--- config.mk ---
export PLATFORM = sky130hd
export DESIGN_NAME = center_out_edge_search
export DESIGN_NICKNAME = d
export VERILOG_FILES = /design/src/rtl/core/ces_pkg.sv /design/src/rtl/core/ces_in_stage.sv /design/src/rtl/core/ces_scan.sv /design/src/rtl/core/ces_out_reg.sv /design/src/rtl/core/center_out_edge_search.sv
export SDC_FILE = /design/constraint.sdc
export NUM_CORES = 1
export LEC_CHECK = 0
export ABC_AREA = 1
export BUFFER_PORTS_ARGS = -buffer_cell sky130_fd_sc_hd__buf_4
export CAP_MARGIN = 20
export CORE_MARGIN = 2
export CORE_UTILIZATION = 40
export DETAILED_ROUTE_END_ITERATION = 8
export HOLD_SLACK_MARGIN = 0.15
export PLACE_DENSITY = 0.68
export SETUP_SLACK_MARGIN = 0.1
export SKIP_CTS_REPAIR_TIMING = 1
export SLEW_MARGIN = 30
export SYNTH_ARGS = -nofsm -noshare
export SYNTH_HDL_FRONTEND = slang
export SYNTH_SLANG_ARGS = --single-unit
--- constraint.sdc ---
create_clock -name aclk -period 3.8 [get_ports aclk]
set_input_delay 0.76 -clock aclk [delete_from_list [all_inputs] [get_ports aclk]]
set_output_delay 0.76 -clock aclk [all_outputs]
set_load 0.02 [all_outputs]
--- src/rtl/core/ces_pkg.sv ---
// ----------------------------------------------------------------------------
// ces_pkg
// Shared types and constants of the center-out edge search block.
// ----------------------------------------------------------------------------
package ces_pkg;

    localparam int PIX_W = 8;               // pixel value width
    localparam int COL_W = 8;               // column index width
    localparam int RANGE_W = 7;             // search range register width
    localparam int CENTER_LEFT_DEFAULT = 93; // column just left of the row center
    localparam logic [RANGE_W-1:0] RANGE_RESET = 7'd93;
    localparam logic [COL_W-1:0] COL_MAX = 8'hFF;
    localparam int OUT_TDATA_W = 24;        // 18 result bits padded to whole bytes

    // One pixel transfer as held in the input register.
    typedef struct packed {
        logic [PIX_W-1:0] pixel;
        logic             row_end;
    } pix_item_t;

    // One row result.
    typedef struct packed {
        logic             left_found;
        logic [COL_W-1:0] left_column;
        logic             right_found;
        logic [COL_W-1:0] right_column;
    } row_result_t;

endpackage

--- src/rtl/core/ces_in_stage.sv ---
// ----------------------------------------------------------------------------
// ces_in_stage
// Input register: captures one pixel transfer per cycle while the pipe moves.
// ----------------------------------------------------------------------------
module ces_in_stage (
    input  logic                          aclk,
    input  logic                          aresetn,
    input  logic                          advance,
    input  logic                          in_valid,
    input  ces_pkg::pix_item_t            in_item,
    output logic                          item_valid,
    output ces_pkg::pix_item_t            item
);

    logic               item_valid_reg;
    ces_pkg::pix_item_t item_reg;

    always_ff @(posedge aclk) begin
        if (!aresetn) begin
            item_valid_reg <= 1'b0;
        end else if (advance) begin
            item_valid_reg <= in_valid;
        end
    end

    always_ff @(posedge aclk) begin
        if (advance) begin
            item_reg <= in_item;
        end
    end

    assign item_valid = item_valid_reg;
    assign item       = item_reg;

endmodule

--- src/rtl/core/ces_scan.sv ---
// ----------------------------------------------------------------------------
// ces_scan
// Row state and transition detection; forms the row result at the last pixel.
// ----------------------------------------------------------------------------
module ces_scan #(
    parameter int CENTER_LEFT = ces_pkg::CENTER_LEFT_DEFAULT
) (
    input  logic                          aclk,
    input  logic                          aresetn,
    input  logic                          advance,
    input  logic                          item_valid,
    input  ces_pkg::pix_item_t            item,
    input  logic [ces_pkg::RANGE_W-1:0]   search_range,
    output logic                          res_valid,
    output ces_pkg::row_result_t          res
);

    localparam logic [ces_pkg::COL_W-1:0] CenterCol = ces_pkg::COL_W'(CENTER_LEFT);
    localparam logic [ces_pkg::COL_W:0]   RightStart = (ces_pkg::COL_W + 1)'(CENTER_LEFT + 2);

    logic [ces_pkg::PIX_W-1:0] prev_pixel_reg, prev_pixel_next;
    logic [ces_pkg::COL_W-1:0] col_reg, col_next;
    logic                      left_hit_reg, left_hit_next;
    logic [ces_pkg::COL_W-1:0] left_col_reg, left_col_next;
    logic                      right_hit_reg, right_hit_next;
    logic [ces_pkg::COL_W-1:0] right_col_reg, right_col_next;

    logic                      step;
    logic                      differs;
    logic [ces_pkg::COL_W-1:0] range_ext;
    logic [ces_pkg::COL_W-1:0] left_start;
    logic [ces_pkg::COL_W:0]   right_end_wide;
    logic [ces_pkg::COL_W-1:0] right_end;
    logic                      left_take;
    logic                      right_take;
    logic                      left_hit_upd, right_hit_upd;
    logic [ces_pkg::COL_W-1:0] left_col_upd, right_col_upd;

    assign step      = advance && item_valid;
    assign range_ext = {1'b0, search_range};

    // Window bounds; the left start clips at column 0, the right end at 255.
    assign left_start     = (CenterCol >= range_ext) ? (CenterCol - range_ext) : '0;
    assign right_end_wide = (ces_pkg::COL_W + 1)'(CENTER_LEFT) + 1'b1 + {2'b00, search_range};
    assign right_end      = right_end_wide[ces_pkg::COL_W] ? ces_pkg::COL_MAX
                                                           : right_end_wide[ces_pkg::COL_W-1:0];

    assign differs    = (col_reg != '0) && (item.pixel != prev_pixel_reg);
    assign left_take  = differs && ((col_reg - 1'b1) >= left_start) && (col_reg <= CenterCol);
    assign right_take = differs && !right_hit_reg && ({1'b0, col_reg} >= RightStart)
                        && (col_reg <= right_end);

    // The left side keeps the latest hit, the right side the first one.
    assign left_hit_upd  = left_hit_reg || left_take;
    assign left_col_upd  = left_take ? (col_reg - 1'b1) : left_col_reg;
    assign right_hit_upd = right_hit_reg || right_take;
    assign right_col_upd = right_take ? col_reg : right_col_reg;

    always_comb begin
        prev_pixel_next = prev_pixel_reg;
        col_next        = col_reg;
        left_hit_next   = left_hit_reg;
        left_col_next   = left_col_reg;
        right_hit_next  = right_hit_reg;
        right_col_next  = right_col_reg;
        if (step) begin
            if (item.row_end) begin
                prev_pixel_next = '0;
                col_next        = '0;
                left_hit_next   = 1'b0;
                left_col_next   = '0;
                right_hit_next  = 1'b0;
                right_col_next  = '0;
            end else begin
                prev_pixel_next = item.pixel;
                col_next        = (col_reg == ces_pkg::COL_MAX) ? col_reg : col_reg + 1'b1;
                left_hit_next   = left_hit_upd;
                left_col_next   = left_col_upd;
                right_hit_next  = right_hit_upd;
                right_col_next  = right_col_upd;
            end
        end
    end

    always_ff @(posedge aclk) begin
        if (!aresetn) begin
            prev_pixel_reg <= '0;
            col_reg        <= '0;
            left_hit_reg   <= 1'b0;
            left_col_reg   <= '0;
            right_hit_reg  <= 1'b0;
            right_col_reg  <= '0;
        end else begin
            prev_pixel_reg <= prev_pixel_next;
            col_reg        <= col_next;
            left_hit_reg   <= left_hit_next;
            left_col_reg   <= left_col_next;
            right_hit_reg  <= right_hit_next;
            right_col_reg  <= right_col_next;
        end
    end

    assign res_valid        = step && item.row_end;
    assign res.left_found   = left_hit_upd;
    assign res.left_column  = left_hit_upd ? left_col_upd : left_start;
    assign res.right_found  = right_hit_upd;
    assign res.right_column = right_hit_upd ? right_col_upd : right_end;

    // A finished row always restarts at column 0 with no hits.
    a_row_restart: assert property (@(posedge aclk) disable iff (!aresetn)
        res_valid |=> (col_reg == '0) && !left_hit_reg && !right_hit_reg)
        else $error("row state not cleared after row end");

    // Inside a row the column advances by one until it saturates.
    a_col_advance: assert property (@(posedge aclk) disable iff (!aresetn)
        (step && !item.row_end && (col_reg != ces_pkg::COL_MAX))
        |=> (col_reg == $past(col_reg) + 1'b1))
        else $error("column count did not advance");

    // A right hit never lies at or left of the center pair.
    a_right_side: assert property (@(posedge aclk) disable iff (!aresetn)
        right_hit_reg |-> ({1'b0, right_col_reg} >= RightStart))
        else $error("right hit column left of the right window");

    // A left hit never lies right of the center column.
    a_left_side: assert property (@(posedge aclk) disable iff (!aresetn)
        left_hit_reg |-> (left_col_reg < CenterCol))
        else $error("left hit column right of the left window");

endmodule

--- src/rtl/core/ces_out_reg.sv ---
// ----------------------------------------------------------------------------
// ces_out_reg
// Result register: holds one row result until the downstream side takes it.
// ----------------------------------------------------------------------------
module ces_out_reg (
    input  logic                               aclk,
    input  logic                               aresetn,
    input  logic                               res_valid,
    input  ces_pkg::row_result_t               res,
    output logic                               advance,
    output logic                               m_tvalid,
    input  logic                               m_tready,
    output logic [ces_pkg::OUT_TDATA_W-1:0]    m_tdata
);

    localparam int ResW = $bits(ces_pkg::row_result_t);

    logic                               valid_reg;
    logic [ces_pkg::OUT_TDATA_W-1:0]    data_reg;

    // The pipe moves whenever the result slot is empty or being emptied.
    assign advance = !valid_reg || m_tready;

    always_ff @(posedge aclk) begin
        if (!aresetn) begin
            valid_reg <= 1'b0;
        end else if (advance) begin
            valid_reg <= res_valid;
        end
    end

    always_ff @(posedge aclk) begin
        if (advance && res_valid) begin
            data_reg <= {{(ces_pkg::OUT_TDATA_W - ResW){1'b0}},
                         res.right_column, res.right_found,
                         res.left_column, res.left_found};
        end
    end

    assign m_tvalid = valid_reg;
    assign m_tdata  = data_reg;

endmodule

--- src/rtl/core/center_out_edge_search.sv ---
// ----------------------------------------------------------------------------
// center_out_edge_search
// Finds the pixel transition nearest the row center on each side of a row.
// ----------------------------------------------------------------------------
//
//  Channel   Direction  Payload                                  Transfer
//  s_*       in         pixel in tdata[7:0], row end in tlast    tvalid & tready
//  m_*       out        one row result in tdata[17:0]            tvalid & tready
//  cfg_*     in         search_range in cfg_data[6:0]            cfg_valid & cfg_ready
//
//  One pixel is taken every clock cycle while s_tready is high; a row result is
//  presented once the row's last pixel has passed the input register and its
//  result has been loaded into the result register.
//  Reset clears the row state and loads search_range with 93.
//  Input and output are parted by the result register: s_tready only falls
//  while a result is held and m_tready is low, so pixels keep flowing while the
//  downstream side is ready or the result slot is empty.
//  cfg_ready is always high; the range is meant to be written between rows.
//
// The left side scans pixel pairs whose lower column lies from
// CENTER_LEFT-search_range to CENTER_LEFT-1 and reports the lower column of the
// pair nearest the center. The right side scans pairs whose higher column lies
// from CENTER_LEFT+2 to CENTER_LEFT+1+search_range and reports the higher
// column. The pair straddling the center is never examined. A side without a
// transition reports its window end with its found flag cleared.
// ----------------------------------------------------------------------------
module center_out_edge_search #(
    parameter int CENTER_LEFT = ces_pkg::CENTER_LEFT_DEFAULT
) (
    input  logic                              aclk,
    input  logic                              aresetn,

    input  logic                              s_tvalid,
    output logic                              s_tready,
    input  logic [ces_pkg::PIX_W-1:0]         s_tdata,   // [7:0] pixel
    input  logic                              s_tlast,   // row end

    output logic                              m_tvalid,
    input  logic                              m_tready,
    // [0] left_found, [8:1] left_column, [9] right_found, [17:10] right_column,
    // [23:18] zero
    output logic [ces_pkg::OUT_TDATA_W-1:0]   m_tdata,

    input  logic                              cfg_valid,
    output logic                              cfg_ready,
    input  logic [ces_pkg::RANGE_W-1:0]       cfg_data   // [6:0] search_range
);

    logic                          advance;
    logic                          item_valid;
    ces_pkg::pix_item_t            in_item;
    ces_pkg::pix_item_t            item;
    logic                          res_valid;
    ces_pkg::row_result_t          res;
    logic [ces_pkg::RANGE_W-1:0]   search_range_reg;

    // Configuration register: always ready, one write per transfer.
    assign cfg_ready = 1'b1;

    always_ff @(posedge aclk) begin
        if (!aresetn) begin
            search_range_reg <= ces_pkg::RANGE_RESET;
        end else if (cfg_valid) begin
            search_range_reg <= cfg_data;
        end
    end

    // The whole pipe moves together, gated only by the result register.
    assign s_tready = advance;

    assign in_item.pixel   = s_tdata;
    assign in_item.row_end = s_tlast;

    ces_in_stage u_in_stage (
        .aclk       (aclk),
        .aresetn    (aresetn),
        .advance    (advance),
        .in_valid   (s_tvalid),
        .in_item    (in_item),
        .item_valid (item_valid),
        .item       (item)
    );

    ces_scan #(
        .CENTER_LEFT (CENTER_LEFT)
    ) u_scan (
        .aclk         (aclk),
        .aresetn      (aresetn),
        .advance      (advance),
        .item_valid   (item_valid),
        .item         (item),
        .search_range (search_range_reg),
        .res_valid    (res_valid),
        .res          (res)
    );

    ces_out_reg u_out_reg (
        .aclk      (aclk),
        .aresetn   (aresetn),
        .res_valid (res_valid),
        .res       (res),
        .advance   (advance),
        .m_tvalid  (m_tvalid),
        .m_tready  (m_tready),
        .m_tdata   (m_tdata)
    );

endmodule
# Word-level counts from Yosys, hierarchy flattened
# Index checks and enable logic that the tools add are counted.
[op_classes]
addsub = 4
n_lt_le_gt_ge = 5
n_eq_ne = 3
mux = 13
reduce_logical = 16
[ops]
columns = ["cell", "count"]
rows = [
  ["8-bit two-way mux", 11],
  ["1-bit logical AND", 9],
  ["7-bit by 7-bit adder with 8-bit output, first input constant", 1],
  ["8-bit by 1-bit adder with 8-bit output, second input constant", 1],
  ["8-bit == test, second input constant", 1],
  ["8-bit by 7-bit >= comparator with 1-bit output, second input constant", 1],
  ["8-bit >= comparator", 1],
  ["8-bit by 7-bit less-or-equal comparator with 1-bit output, second input constant", 1],
  ["8-bit less-or-equal comparator", 1],
  ["8-bit inequality test", 1],
  ["8-bit nonzero test", 1],
  ["7-bit by 7-bit subtractor with 8-bit output, first input constant", 1],
  ["8-bit by 1-bit subtractor with 8-bit output, second input constant", 1],
  ["7-bit >= comparator, first input constant", 1],
  ["1-bit logical OR", 3],
  ["1-bit zero test", 2],
  ["1-bit two-way mux", 2],
  ["2-bit inequality test, second input constant", 1],
  ["2-bit AND reduction", 1],
]
[totals]
regBits = 70
word_cells = 53

# Longest topological paths before layout
# Gate-level depths: netlist of run 1.
[logic_depth]
ltp_word = 7
ltp_mapped = 22
ltp_nobuf = 21

# By module
# Synthesis of run 1 repeated with hierarchy kept, for this count alone.
[unflattened]
cells_unflattened = 543
area_unflattened_um2 = 4139.0
[modules_own_cells]
columns = ["module", "n_inst", "cells_each", "area_per_inst_um2"]
rows = [
  ["ces_scan", 1, 460, 2915.3],
  ["ces_out_reg", 1, 32, 640.6],
  ["ces_in_stage", 1, 15, 311.5],
  ["center_out_edge_search", 1, 36, 271.5],
]

# Worst setup path after synthesis of run 1
# No wires, ideal clock.
[synth_timing]
path_kind = "register to register"
start = "reg search_range_reg[1] (netlist bit)"
end = "reg u_out_reg.data_reg (netlist bit u_out_reg.m_tdata[3]) (data pin)"
t_arrival_ns = 2.443
slack_ns = 1.100
path_stages_with_launch = 22
path_buffers = 1
period_less_slack_ns = 2.700
path_cell_list = "dfxtp_1 > inv_1 > nor3_1 > nand2_1 > nand2_1 > nand2_1 > nor2_1 > inv_1 > nand2_1 > nor2_1 > inv_1 > ha_1 > nand2_1 > inv_1 > nor2_1 > o21a_1 > nand2_2 > nand3_4 > nand2_4 > buf_8 > nand3_1 > o21ai_1"
[synth_rtl]
columns = ["item", "line", "text"]
rows = [
  ["start: declaration", "center_out_edge_search.sv:55", "logic [ces_pkg::RANGE_W-1:0] search_range_reg;"],
  ["start signal: assignment", "center_out_edge_search.sv:62", "search_range_reg <= ces_pkg::RANGE_RESET;"],
  ["start signal: assignment", "center_out_edge_search.sv:64", "search_range_reg <= cfg_data;"],
  ["end signal: assignment", "ces_out_reg.sv:34", "data_reg <= {{(ces_pkg::OUT_TDATA_W - ResW){1'b0}},"],
  ["end: declaration", "ces_out_reg.sv:19", "logic [ces_pkg::OUT_TDATA_W-1:0] data_reg;"],
]

==> results of run 1 <==
-- layer usage --
metal,global-route usage (%),up-vias,share of wire (%)
li1,-,1811,-
met1,22.44,1594,46
met2,27.65,65,47
met3,3.278,17,4.2
met4,8.271,0,2.5
met5,0,-,0
-- power breakdown --
group	leakage [µW]	internal (µW)	switching (µW)	total [µW]
Clock	0.000102	313	280	593
Sequential	0.000608	809	19.4	829
Combinational	0.00133	93.3	164	257
Total	0.00204	1220	463	1680
-- cells in the mapped netlist, types with 3 or more instances --
master    instances  area share, %
nand2_1         119             11
inv_1            78            7.1
dfxtp_1          43             21
nand3_1          42            5.1
nor2_1           42            3.8
a21oi_1          39            4.7
edfxtp_1         27             20
ha_1             23            7.0
nand4_1          18            2.7
o21ai_0          18            2.2
xor2_1           10            2.1
nor3_1            8           0.97
buf_4             7            1.3
o21ai_2           7            1.5
clkbuf_1          6           0.55
o21ai_1           6           0.73
nand3_2           5            1.2
nand2_2           4           0.61
buf_2             3           0.36
nand2_4           3           0.82
-- layout make-up --
class | count | area, µm²
inverter | 80 | 300.3
fill | 986 | 5470
tap | 136 | 170.2
sequential | 70 | 1672
clock inverter | 2 | 13.76
multi-input combinational | 368 | 2037
clock buffer | 14 | 183.9
timing repair buffer | 45 | 337.8
-- through the flow --
step	hold slack, ns	setup WS (ns)	power, µW
after global routing	0.4829	0.3921	1768
after CTS	0.4664	0.6923	1692
after global placement	0.4511	0.8772	1095
after floorplan	0.4453	1.100	1030
final	0.4660	0.6517	1679
after detailed placement	0.4553	0.7315	1103
-- worst max-delay path, cell delays in order (launching register included) --
cell	delay, ns
dfxtp_1	0.44
inv_1	0.14
nor3_1	0.28
nand2_1	0.11
nand2_1	0.10
nand2_1	0.05
nor2_1	0.22
inv_1	0.09
nand2_1	0.09
nor2_1	0.05
inv_1	0.09
ha_1	0.25
nand2_1	0.08
inv_1	0.04
nor2_1	0.09
o21a_1	0.15
nand2_2	0.13
nand3_4	0.17
nand2_4	0.14
nand3_1	0.09
o21ai_0	0.09
-- path summary, 6_finish.rpt --
kind	startpoint	slack, ns	endpoint
max	search_range_reg[1]	0.65	u_out_reg.m_tdata[8]
min	u_scan.right_col_reg[3]	0.47	u_scan.right_col_reg[3]
max reg2reg	search_range_reg[1]	0.65	u_out_reg.m_tdata[8]
min reg2reg	u_scan.right_col_reg[3]	0.47	u_scan.right_col_reg[3]
-- cells by family after synthesis --
group / after synthesis
xor+xnor: 12
fa+ha+maj: 23
flops: 70
simple gates: 251
buf+inv: 100
compound gates: 75
other cells: 2
==> impl_metrics.yaml, run 1 <==
timing:
  final-hold-violation-count: 0
  setup_viol: 0
  finalCritPeriodShare_pct: 82.85
  drv_slew: 0
  fin_tns_setup_ns: 0
  slew_headroom_pct: 58.79
  fmax_mhz: 317.6
  worst_pin_slew_ns: 0.6173
  min_period_ns: 3.148
  rsz0062_at_grt: "false"
  skew_ns: 0.009838
cells_and_area:
  fin_nets: 618
  fin_util_pct: 46.29
  largest_register_ffs: 18
  layout_common_cells: "nand2_1 (119), inv_1 (77), buf_4 (45)"
  fin_area_mm2: 0.004715
  final_common_cell: "nand2_1"
  final_cell_count_no_fill: 715
  syn2layout_area_growth_pct: 14.11
  antenna_cells: 0
  drive_above_1_share_pct: 15.72
synth:
  ys_types: 39
  synth-simple-area-share_pct: 29.10
  synth_top_family_by_area: "simple AND/OR/NAND/NOR gates"
  syn_inst: 533
  synth-compound-area-share_pct: 10.05
  synth_edf_count: 27
  yosysSeqAreaShare_pct: 40.46
  synth_fa_ha_area_share_pct: 6.965
  synthXorXnorAreaFrac_pct: 2.544
  synth_flop_cell: "dfxtp_1"
  syn_avg_cell_area_um2: 7.751
  synth_area_mm2: 0.004131
  muxShareOfSynthArea_pct: 0
  postSynth.asyncResetShare_pct: 0
  ys_warn_count: 0
  yosys_register_bits: 70
detailed_routing:
  drc: 0
  vias: 3487
  dr.pass1.iters: 4
  detail-route-antenna-nets: 0
  avgRoutedWirePerCell_um: 12.64
  drt_wl_total_mm: 9.035
  drt_iter0_drc: 215
  via_per_inst: 4.877
floorplan:
  core-area_mm2: 0.01018
  die_h_um: 105.6
  num_io_pins: 48
  initial_utilization_pct: 40.57
  placement_rows: 37
  die-area_mm2: 0.01116
  die-width_um: 105.6
pwr:
  powerDensity_mw_per_mm2: 356.2
  ir_drop_mv: 0.1530
  total_leakage_power_uw: 0.002039
clock_network:
  clk_latency_ns: 0.35
  clk_pin_slew_ns: 0.08
  ctsHtreeMaxLevel: 3
  numCtsBuffers: 9
  cts_tree: "done"
  cts_buffer_depth: 2
  cts_root_buf: "clkbuf_8"
  clkSinkCount: 70
place:
  dp_hpwl_mm: 6.844
  portBuffers: 40
  dp.cells: 699
  gp_congestion: 0.8707
  place_area_mm2: 0.004517
setup_path:
  crit_arrival_ns: 3.24
  start_kind: "flip-flop"
  endpoint_kind: "flip-flop"
  critPathKind: "reg2reg"
  cp_max_fo: 17
  required_ns: 3.89
  rr_worst_depth: 20
min_path:
  hold_class: "reg2reg"
  holdPathStages: 2
job:
  maxCapViolCount: 0
global_routing:
  grt_pass1_vias: 3181
  antenna_found_initial: 0
  grt_pass1_wl_mm: 15.27
  grt-ovfl-total: 0
  track_usage_pct: 17.28
  grt_max_degree: 33
status:
  status: "completed"
No activity file was read; power rests on OpenSTA's default activity.
==> run 2: changes to the inputs <==
Clock period 3.8 ns to 2.9 ns, I/O delays scaled along.
==> run 2 against run 1 <==
  * Routed wire length is 12% higher
  * Maximum frequency rose by 15%
  * Clock-buffer cell count shrank 4
  * Power is 36% higher
  * First-iteration DRC count rose by 2.3%
==> impl_metrics.yaml, run 2 (synthesized netlist as in run 1, its figures left out) <==
cells_and_area:
  antenna_cells: 0
  drive_above_1_share_pct: 21.51
  final_cell_count_no_fill: 731
  layout_common_cells: "nand2_1 (112), inv_1 (75), buf_4 (57)"
  fin_nets: 634
  final_common_cell: "nand2_1"
  fin_util_pct: 48.50
  largest_register_ffs: 18
  syn2layout_area_growth_pct: 19.56
  fin_area_mm2: 0.004940
timing:
  final-hold-violation-count: 0
  fmax_mhz: 364.2
  slew_headroom_pct: 42.54
  skew_ns: 0.008046
  finalCritPeriodShare_pct: 94.69
  rsz0062_at_grt: "true"
  drv_slew: 0
  min_period_ns: 2.746
  worst_pin_slew_ns: 0.8529
  setup_viol: 0
global_routing:
  grt-ovfl-total: 0
  antenna_found_initial: 0
  grt_pass1_vias: 3455
  track_usage_pct: 18.57
  grt_max_degree: 25
  grt_pass1_wl_mm: 16.25
job:
  maxCapViolCount: 0
pwr:
  p_total_uw: 2289
  total_leakage_power_uw: 0.002124
  ir_drop_mv: 0.1913
  powerDensity_mw_per_mm2: 463.3
setup_path:
  endpoint_kind: "flip-flop"
  critPathKind: "reg2reg"
  required_ns: 3.02
  start_kind: "flip-flop"
  crit_arrival_ns: 2.86
  cp_max_fo: 6
clock_network:
  cts_tree: "done"
  cts_buffer_depth: 2
  numCtsBuffers: 9
  clk_pin_slew_ns: 0.07
  cts_root_buf: "clkbuf_8"
  clk_latency_ns: 0.37
  clkSinkCount: 70
  ctsHtreeMaxLevel: 3
floorplan:
  die-width_um: 105.6
  placement_rows: 37
  initial_utilization_pct: 40.57
  num_io_pins: 48
  die_h_um: 105.6
  die-area_mm2: 0.01116
  core-area_mm2: 0.01018
detailed_routing:
  detail-route-antenna-nets: 0
  vias: 3679
  drt_wl_total_mm: 10.09
  avgRoutedWirePerCell_um: 13.80
  dr.pass1.iters: 5
  drc: 0
  via_per_inst: 5.033
  drt_iter0_drc: 220
place:
  place_area_mm2: 0.004597
  dp.cells: 708
  portBuffers: 40
  gp_congestion: 0.9236
  dp_hpwl_mm: 7.278
min_path:
  hold_class: "in2reg"
status:
  status: "completed"
## run 2: cell type report
cell class              count  area [µm²]
fillers                   996        5245
multi-input cells         370        2135
flip-flops and latches     70        1677
repair buffers             59       459.2
inverters                  80       300.3
well taps                 136       170.2
clock buffers              10       137.6
clock inverters             6       61.31
## run 2: report_power, final
part	leakage (µW)	internal [µW]	switching, µW
Clock	0.000102	417	392
Sequential	0.000608	1060	24.1
Combinational	0.00141	151	244
Total	0.00212	1630	660
## run 2: routing by layer
layer	GRT usage, %	part of all wire (%)	up-vias
met5	0	0	-
met4	8.835	3.3	0
met3	4.143	5.6	27
met2	31.06	49	110
met1	22.64	42	1698
li1	-	-	1844
## run 2: through the flow
step / worst slack [ns] / setup TNS (ns) / hold WS, ns
after detailed placement: 0.01270 / 0 / 0.4588
after CTS: -0.06049 / -0.3957 / 0.3740
final: 0.1540 / 0 / 0.3847
after global placement: 0.1500 / 0 / 0.4513
after global routing: -0.01488 / -0.04472 / 0.3697
after floorplan: 0.2003 / 0 / 0.4453
## run 2: final timing paths
path	startpoint	endpoint	slack (ns)	cells after the start
worst min register to register	u_scan.right_col_reg[2]	u_scan.right_col_reg[2]	0.47	2
worst max register to register	search_range_reg[3]	u_out_reg.m_tdata[5]	0.15	21
worst max-delay path	search_range_reg[3]	u_out_reg.m_tdata[5]	0.15	21
worst min-delay path	s_tdata[3]	u_in_stage.item[4]	0.38	1
## run 2: worst max-delay path, stage by stage (launching register included)
cell and delay, ns:
dfxtp_4 0.39, inv_2 0.07, nor3_4 0.17, nand2_1 0.12
nand2_2 0.10, nand2_2 0.07, nor2_4 0.17, inv_2 0.05
nand2_1 0.07, nor2_1 0.05, inv_1 0.08, ha_1 0.25
nand2_1 0.08, inv_1 0.04, nor2_1 0.08, o21a_1 0.14
nand2_2 0.09, buf_4 0.15, nand3_2 0.11, nand2_1 0.08
nand3_1 0.08, o21ai_1 0.07
==> run 3: changes to the inputs <==
Settings changed: REMOVE_ABC_BUFFERS from default to 1.
==> run 3 against run 2 <==
  * Sequential share of layout area fell by 0.62 points
  * Die area unchanged
  * First-iteration DRC count fell by 2.3%
  * Clock power is 18% higher
  * Register-to-register slack gained 0.05 ns
  * Largest power group unchanged
==> impl_metrics.yaml, run 3 (synthesized netlist as in run 1, its figures left out) <==
setup_path:
  critPathKind: "reg2reg"
  cpPeakStageDelay_ns: 0.33
  required_ns: 3.02
  endpoint_kind: "flip-flop"
  start_kind: "flip-flop"
  rr_worst_depth: 17
  path_common_cell: "nand2_1"
  slowest_stage: "dfxtp_2"
  crit_path_cell_trace: "inv_2, ha_1, nand3_2, nor2_4, nor2_4, or2_4, ha_1, nand2_1, o21bai_1, nand2_1, nand2_1, nand2_2, nand3_4, nand2_4, inv_2, nand2_1, nand2_1"
  cp_max_fo: 8
  crit_arrival_ns: 2.81
floorplan:
  num_io_pins: 48
  die-width_um: 105.6
  initial_utilization_pct: 40.57
  placement_rows: 37
  die-area_mm2: 0.01116
  die_h_um: 105.6
  core-area_mm2: 0.01018
global_routing:
  grt_max_degree: 28
  grt_pass1_vias: 3335
  grt-ovfl-total: 0
  antenna_found_initial: 0
  grt_pass1_wl_mm: 15.86
  track_usage_pct: 18.14
clock_network:
  clk_pin_slew_ns: 0.08
  clkSinkCount: 70
  cts_buffer_depth: 2
  cts_root_buf: "clkbuf_8"
  ctsHtreeMaxLevel: 3
  numCtsBuffers: 9
  cts_tree: "done"
  clk_latency_ns: 0.36
timing:
  min_period_ns: 2.691
  setup_viol: 0
  drv_slew: 0
  skew_ns: 0.01083
  fmax_mhz: 371.6
  worst_pin_slew_ns: 0.8153
  final-hold-violation-count: 0
  fin_tns_setup_ns: 0
  finalCritPeriodShare_pct: 92.81
  rsz0062_at_grt: "true"
  slew_headroom_pct: 45.45
cells_and_area:
  drive_above_1_share_pct: 24.29
  syn2layout_area_growth_pct: 21.99
  final_common_cell: "nand2_1"
  largest_register_ffs: 18
  n_fill_cell: 1002
  final_cell_count_no_fill: 737
  fin_nets: 640
  layout_common_cells: "nand2_1 (113), inv_1 (70), buf_4 (63)"
  fin_util_pct: 49.48
  antenna_cells: 0
detailed_routing:
  detail-route-antenna-nets: 0
  vias: 3677
  drt_iter0_drc: 215
  dr.pass1.iters: 5
  via_per_inst: 4.989
  avgRoutedWirePerCell_um: 13.95
  drc: 0
  drt_wl_total_mm: 10.28
place:
  gp_congestion: 0.9166
  portBuffers: 40
  dp_hpwl_mm: 7.248
  dp.cells: 711
min_path:
  hold_class: "in2reg"
  holdPathStages: 1
pwr:
  total_leakage_power_uw: 0.002169
  ir_drop_mv: 0.2975
  powerDensity_mw_per_mm2: 483.1
job:
  maxCapViolCount: 0
status:
  status: "completed"
-- run 3: changes by cell type in the layout (fill, tap and decap cells not counted), moves of 2 or more --
cell	previous run	this run
bufinv_16	1	3
clkinv_2	3	1
nor2_1	39	36
nand3_1	41	38
nand3_2	7	10
nor2_2	2	5
inv_2	5	10
dfxtp_1	41	39
buf_4	57	63
inv_1	75	70
dfxtp_2	1	3
ha_1	22	20
-- run 3: area by class of cell --
type | count | area, µm² | area share (%)
Timing Repair Buffer | 64 | 484.2 | 9.608
Inverter | 80 | 300.3 | 5.958
Tap cell | 136 | 170.2 | 3.376
Clock inverter | 6 | 111.4 | 2.210
Multi-Input combinational cell | 371 | 2167 | 43.00
Sequential cell | 70 | 1679 | 33.32
Clock buffer | 10 | 127.6 | 2.532
-- run 3: critical path: cells and delay by family, from the launching register on --
kind | cells | cell delay [ns]
adder cells (fa/ha/maj) | 2 | 0.45
AO/OA/AOI/OAI | 1 | 0.17
buffers and inverters | 2 | 0.15
flip-flops | 1 | 0.33
AND/OR/NAND/NOR | 12 | 1.36
-- run 3: metal layers --
metal | wire [µm] | GRT usage (%) | vias up
li1 | - | - | 1864
met1 | 4621 | 22.93 | 1709
met2 | 5044 | 30.41 | 87
met3 | 412 | 3.711 | 17
met4 | 199 | 7.049 | 0
met5 | 0 | 0 | -
-- run 3: final timing paths --
kind | from | to | slack (ns)
setup / recovery | search_range_reg[1] | u_out_reg.m_tdata[1] | 0.21
hold / removal | s_tdata[1] | u_in_stage.item[2] | 0.39
hold reg to reg | u_scan.right_col_reg[2] | u_scan.right_col_reg[2] | 0.47
setup reg to reg | search_range_reg[1] | u_out_reg.m_tdata[1] | 0.21
-- run 3: power by group --
group / internal, µW / switching [µW]
logic: 155 / 247
clock network: 571 / 380
registers: 1060 / 21.6
-- run 3: through the flow --
step	hold slack [ns]	worst slack, ns	instance area (µm²)	power [µW]
floorplan	0.4453	0.06250	4009	1331
global placement	0.4519	0.1901	4609	1448
detailed placement	0.4556	0.02423	4609	1459
CTS	0.3720	-0.01817	4848	2407
global route	0.3719	0.05526	5040	2535
finish	0.3932	0.2086	5040	2435
